## src/rtl/atc_pkg.sv

```systemverilog
// Shared types, constants and table builder for the affine TRS compose block.
`timescale 1ns / 1ps
`default_nettype none
package atc_pkg;

  // Pipeline depth in register stages
  localparam int NUM_STAGES = 7;

  // pi/2 in Q2.30
  localparam longint unsigned PI_HALF_Q30 = 64'd1686629713;

  // One turn is 360 * 2^16 = 45 * 2^19
  localparam int TURN_SHIFT = 19;
  localparam int TURN_ODD   = 45;

  // Reciprocal of 45 for 13-bit values: ceil(2^19 / 45)
  localparam int unsigned RECIP45_SMALL = 11651;

  // Half a turn in Q16.16
  localparam int unsigned HALF_TURN_Q16 = 11796480;

  typedef struct packed {
    logic signed [31:0] pos_x;
    logic signed [31:0] pos_y;
    logic signed [31:0] angle_deg;
    logic signed [31:0] scale_x;
    logic signed [31:0] scale_y;
    logic               has_parent;
    logic signed [31:0] parent_a;
    logic signed [31:0] parent_b;
    logic signed [31:0] parent_c;
    logic signed [31:0] parent_d;
    logic signed [31:0] parent_tx;
    logic signed [31:0] parent_ty;
  } xform_t;

  typedef struct packed {
    logic signed [31:0] a;
    logic signed [31:0] b;
    logic signed [31:0] c;
    logic signed [31:0] d;
    logic signed [31:0] tx;
    logic signed [31:0] ty;
  } mat_t;

  // Per-stage load enables, stage 1 at bit 1
  typedef struct packed {
    logic [NUM_STAGES:1] load;
  } pipe_ctl_t;

  // Clamp to the signed 32-bit range
  function automatic logic signed [31:0] sat32(input logic signed [66:0] v);
    logic signed [31:0] r;
    if (v > 67'sd2147483647) begin
      r = 32'sh7fffffff;
    end else if (v < -67'sd2147483648) begin
      r = 32'sh80000000;
    end else begin
      r = v[31:0];
    end
    return r;
  endfunction

  // Quarter-wave sine entry in Q1.16, built by a Taylor series in Q30
  function automatic logic [16:0] quarter_sine(input longint unsigned idx,
                                               input int unsigned bits);
    longint unsigned n;
    longint unsigned x;
    longint unsigned x2;
    longint unsigned term;
    longint unsigned sum;
    longint unsigned r;
    n = 64'd1 << bits;
    x = (PI_HALF_Q30 * idx + (n >> 1)) >> bits;
    x2 = (x * x) >> 30;
    term = x;
    sum = x;
    // Alternate the series terms, divisor (2k)(2k+1) for k = 1..8
    term = ((term * x2) >> 30) / 64'd6;
    sum = sum - term;
    term = ((term * x2) >> 30) / 64'd20;
    sum = sum + term;
    term = ((term * x2) >> 30) / 64'd42;
    sum = sum - term;
    term = ((term * x2) >> 30) / 64'd72;
    sum = sum + term;
    term = ((term * x2) >> 30) / 64'd110;
    sum = sum - term;
    term = ((term * x2) >> 30) / 64'd156;
    sum = sum + term;
    term = ((term * x2) >> 30) / 64'd210;
    sum = sum - term;
    term = ((term * x2) >> 30) / 64'd272;
    sum = sum + term;
    r = (sum + 64'd8192) >> 14;
    if (r > 64'd65536) begin
      r = 64'd65536;
    end
    return r[16:0];
  endfunction

endpackage
`default_nettype wire

```

## src/rtl/atc_phase.sv

```systemverilog
// Angle reduction modulo 360 degrees and quantization to a table phase.
`timescale 1ns / 1ps
`default_nettype none
module atc_phase #(
  parameter int TABLE_BITS = 10
) (
  input  wire logic               clk,
  input  wire atc_pkg::pipe_ctl_t ctl,
  input  wire logic signed [31:0] angle,
  output logic [TABLE_BITS+1:0]   phase
);

  localparam int RK    = TABLE_BITS + 14;
  localparam int RW    = TABLE_BITS + 9;
  localparam int VW    = TABLE_BITS + 28;
  localparam int WW    = VW - atc_pkg::TURN_SHIFT;
  localparam longint unsigned RECIP =
    ((64'd1 << RK) + longint'(atc_pkg::TURN_ODD - 1)) / longint'(atc_pkg::TURN_ODD);

  // Stage 1: offset binary, remainder of the top bits by 45, undo the offset
  logic [31:0] ubin;
  logic [12:0] top;
  logic [26:0] qprod;
  logic [7:0]  quo;
  logic [12:0] rem13;
  logic [5:0]  rem;
  logic [5:0]  rem_adj;
  logic [24:0] turn_pos;

  always_comb begin
    ubin    = {~angle[31], angle[30:0]};
    top     = ubin[31:19];
    qprod   = 27'(top) * 27'(atc_pkg::RECIP45_SMALL);
    quo     = qprod[26:19];
    rem13   = top - 13'(quo) * 13'(atc_pkg::TURN_ODD);
    rem     = rem13[5:0];
    rem_adj = (rem == 6'd0) ? 6'(atc_pkg::TURN_ODD - 1) : rem - 6'd1;
  end

  always_ff @(posedge clk) begin
    if (ctl.load[1]) begin
      turn_pos <= {rem_adj, ubin[18:0]};
    end
  end

  // Stage 2: phase = floor((m * 4N + half turn) / turn)
  logic [VW-1:0]   scaled;
  logic [WW-1:0]   hi;
  logic [WW+RW-1:0] pprod;

  always_comb begin
    scaled = (VW'(turn_pos) << (TABLE_BITS + 2)) + VW'(atc_pkg::HALF_TURN_Q16);
    hi     = scaled[VW-1:atc_pkg::TURN_SHIFT];
    pprod  = (WW+RW)'(hi) * (WW+RW)'(RECIP[RW-1:0]);
  end

  always_ff @(posedge clk) begin
    if (ctl.load[2]) begin
      phase <= pprod[RK+TABLE_BITS+1:RK];
    end
  end

endmodule
`default_nettype wire

```

## config.mk

```make
export PLATFORM = sky130hd
export DESIGN_NAME = atc_phase
export DESIGN_NICKNAME = d
export VERILOG_FILES = /design/src/rtl/atc_pkg.sv /design/src/rtl/atc_phase.sv
export SDC_FILE = /design/constraint.sdc
export NUM_CORES = 1
export LEC_CHECK = 0
export BUFFER_PORTS_ARGS = -buffer_cell sky130_fd_sc_hd__buf_2
export CAP_MARGIN = 20
export CORE_ASPECT_RATIO = 0.7
export CORE_MARGIN = 2
export CORE_UTILIZATION = 67
export CTS_CLUSTER_SIZE = 20
export DETAILED_ROUTE_END_ITERATION = 6
export PLACE_DENSITY = 0.84
export SYNTH_ARGS = -nofsm -noshare
export SYNTH_HDL_FRONTEND = slang
export SYNTH_SLANG_ARGS = --single-unit
```

## constraint.sdc

```tcl
create_clock -name clk -period 12 [get_ports clk]
set_input_delay 0 -clock clk [delete_from_list [all_inputs] [get_ports clk]]
set_output_delay 0 -clock clk [all_outputs]
set_load 0.05 [all_outputs]
```

==> metrics.md <==
| Metric | Value |
|---|---|
| Post-synthesis sequential element count | 31 |
| Ordered cell list for the critical path | ha_1 -> or3_1 -> a21oi_2 -> nor2_1 -> xor2_1 -> ha_1 -> fa_1 -> fa_1 -> inv_1 -> fa_1 -> fa_1 -> fa_1 -> inv_1 -> ha_1 -> nand4_1 -> a2111oi_1 -> a2111oi_4 -> nand4_1 -> o2111ai_1 -> o31ai_1 -> xnor2_1 |
| Top cells by area in the synthesized netlist | fa_1, ha_1, inv_1 |
| Status | completed |
| H-tree levels | 2 |
| Chip Width | 144 um |
| Max layer used | met4 |
| Final setup TNS | 0 ns |
| Met1 Routed Length | 9410 um |
| Fraction of registers with async set or reset after synthesis | 0% |
| DIE AREA | 14700 um^2 |
| Number of antenna diodes | 0 |
| Synth Flop Type | edfxtp_1 |
| Slew @ Worst Pin | 1.05 ns |
| Row count | 35 |
| Total overflow reported by the global router | 0 |
| Master cell of the clock root buffer | clkbuf_16 |
| Cell with the most instances on the worst path | fa_1 |
| Endpoint type of the worst setup path | flip-flop |
| Post-CTS clock slew at the launch and capture registers of the worst setup and hold paths | 0.06 ns |
| Total standard cell area after synthesis | 9210 um^2 |
| Worst Path Max Fanout | 5 |
| Utilization after layout | 75.0% |
| DRC violations left | 0 |
| Synthesized area per cell | 10.2 um^2 |
| Final layout net count | 1372 |
| Startpoint kind of the worst setup timing path | flip-flop |
| First-pass GRT wire length | 33200 um |
| Fillcell total | 877 |
| Count of pins over their slew limit | 0 |
| Commonest cells in the synthesized netlist | inv_1, ha_1, fa_1 |
| # port buffers | 40 |
| Via count of the routed design | 6446 |
| Distinct cell type count after synthesis | 46 |
| Maximum number of pins on one net before global-route repair | 20 |
| WL met3 | 1790 um |
| Area grow syn2layout | 8.10% |
| Clock Latency Late Sink | 0.28 ns |
| Vertical die dimension | 102 um |
| Maximum count of clock buffers along a single path | 2 |
| Number of top-level design ports | 52 |
| Vias in the first global route | 6739 |
| Number of buffers created by CTS | 5 |
| DRT Pass-1 Iters | 7 |
| Ys Warns | 0 |
| Post-place instance area | 9650 um^2 |
| Minimum period implied by the final worst setup slack | 7.70 ns |
| Portion of the post-synthesis area used by sequential elements | 10.1% |
| Routed length per placed instance | 17.6 um |
| Most numerous cell in the Yosys netlist | inv_1 |
| Max-cap viol count | 0 |
| Total length of routed met2 wires | 8760 um |
| Share of Yosys cell area claimed by the top area cell type | 31.5% |
| Fraction of the cycle the final worst path needs | 64.2% |
| Final Hold Violating Endpoints | 0 |
| Stage delay of the slowest cell on the critical path | 0.80 ns |
| Worst slew margin relative to its limit | 29.8% |
| Routed Wire Length | 20200 um |
| Post-layout instance area | 9950 um^2 |
| Standard cell with the maximum stage delay on the critical path | a2111oi_1 |
| Synth area leader | fa_1 |
| Setup violators final | 0 |
| Data arrival time at the worst-slack endpoint | 7.73 ns |
| CTS sink count | 31 |
| RSZ-0062 raised after global routing | no |
| Detailed placement HPWL | 17200 um |
| Req. time, crit path | 12.03 ns |
| EDFF count, synth | 31 |
| Initial core utilization | 69.4% |
| Fraction of final layout cells with drive strength greater than 1 | 6.01% |
| Initial antenna violation count | 0 |
| Final worst setup slack | 4.30 ns |
| Highest attainable clock frequency | 0.130 GHz |
| ANT nets after route | 0 |
| Global-route usage over all layers | 30.0% |
| Gp weighted congestion | 0.964 |
| Min-delay worst type | in2reg |
| Core footprint | 13300 um^2 |
| Worst-case setup slack after placement | 4.46 ns |
| TritonCTS clock tree | done |
| Mapped Cells | 902 |
| First-iteration detailed-routing DRC count | 464 |
| Setup clock skew after layout | 0.00278 ns |
| Syn_nets | 1310 |
| Via density | 5.61 |
| Kind of critical path | reg2reg |
==> routing by layer <==
metal / track usage [%] / up-vias
met3: 5.62 / 27
met2: 46.1 / 274
met4: 4.22 / 0
met5: 0 / -
met1: 45.7 / 3150
li1: - / 2995
==> cell usage in the layout, fill, tap and decap left out, types with 13 or more instances in the layout <==
| master | n |
|---|---|
| nor2_1 | 13 |
| ha_1 | 223 |
| inv_1 | 278 |
| fa_1 | 145 |
| dlygate4sd3_1 | 13 |
| edfxtp_1 | 31 |
| buf_2 | 40 |
| nand2_1 | 13 |
| xor2_1 | 13 |
| a21oi_1 | 29 |
| xnor2_1 | 46 |
==> per-stage QoR <==
stage               instances  hold WS, ns
detailed placement       1129        0.178
CTS                      1150        0.121
global route             1150        0.133
finish                   1150        0.122
floorplan                 902       0.0989
global placement         1129        0.176
==> registers in the layout, indices dropped and copies added, names as in the netlist <==
| register | count |
|---|---|
| turn_pos | 19 |
| phase | 12 |
==> path summary, 6_finish.rpt <==
kind	from	to	slack, ns	cells past startpoint
worst max-delay path	turn_pos[6]$_DFFE_PP_	phase[11]$_DFFE_PP_	4.30	21
worst min-delay path	ctl[1]	phase[11]$_DFFE_PP_	0.12	1
worst max register to register	turn_pos[6]$_DFFE_PP_	phase[11]$_DFFE_PP_	4.30	21
worst min register to register	turn_pos[24]$_SDFFCE_PN1P_	phase[11]$_DFFE_PP_	0.99	3
==> layout make-up <==
class                   instances  area [um^2]  share of cell area [%]
flip-flops and latches         31          931                    9.35
multi-input cells             593         7230                    72.7
inverters                     278         1040                    10.5
well taps                     185          231                    2.33
clock inverters                 3         43.8                   0.440
repair buffers                 55          345                    3.47
clock buffers                   5          125                    1.26
==> critical path, delay by kind of cell (launching register included) <==
family	cells	cell delay, ns
buf+inv	2	0.10
simple gates	4	0.81
compound gates	5	1.75
xor+xnor	2	0.73
fa+ha+maj	8	3.66
flops	1	0.39
==> cell families after synthesis <==
family | synth area share [%]
multiplexers | 0.448
XOR/XNOR | 5.61
adder cells (fa/ha/maj) | 61.8
flip-flops | 10.1
buffers and inverters | 11.3
AO/OA/AOI/OAI | 5.83
AND/OR/NAND/NOR | 4.84
==> repair_timing <==
item | 4_1_cts | 5_1_grt
buffers inserted | 0 | 0
hold buffers | 13 | 0
endpoints found under the hold margin | 13 | 0
resized for setup | 0 | 0
Power is left out: the tool's default activity adds up to more than one toggle a clock period on the data nets, which glitch-free logic cannot reach.
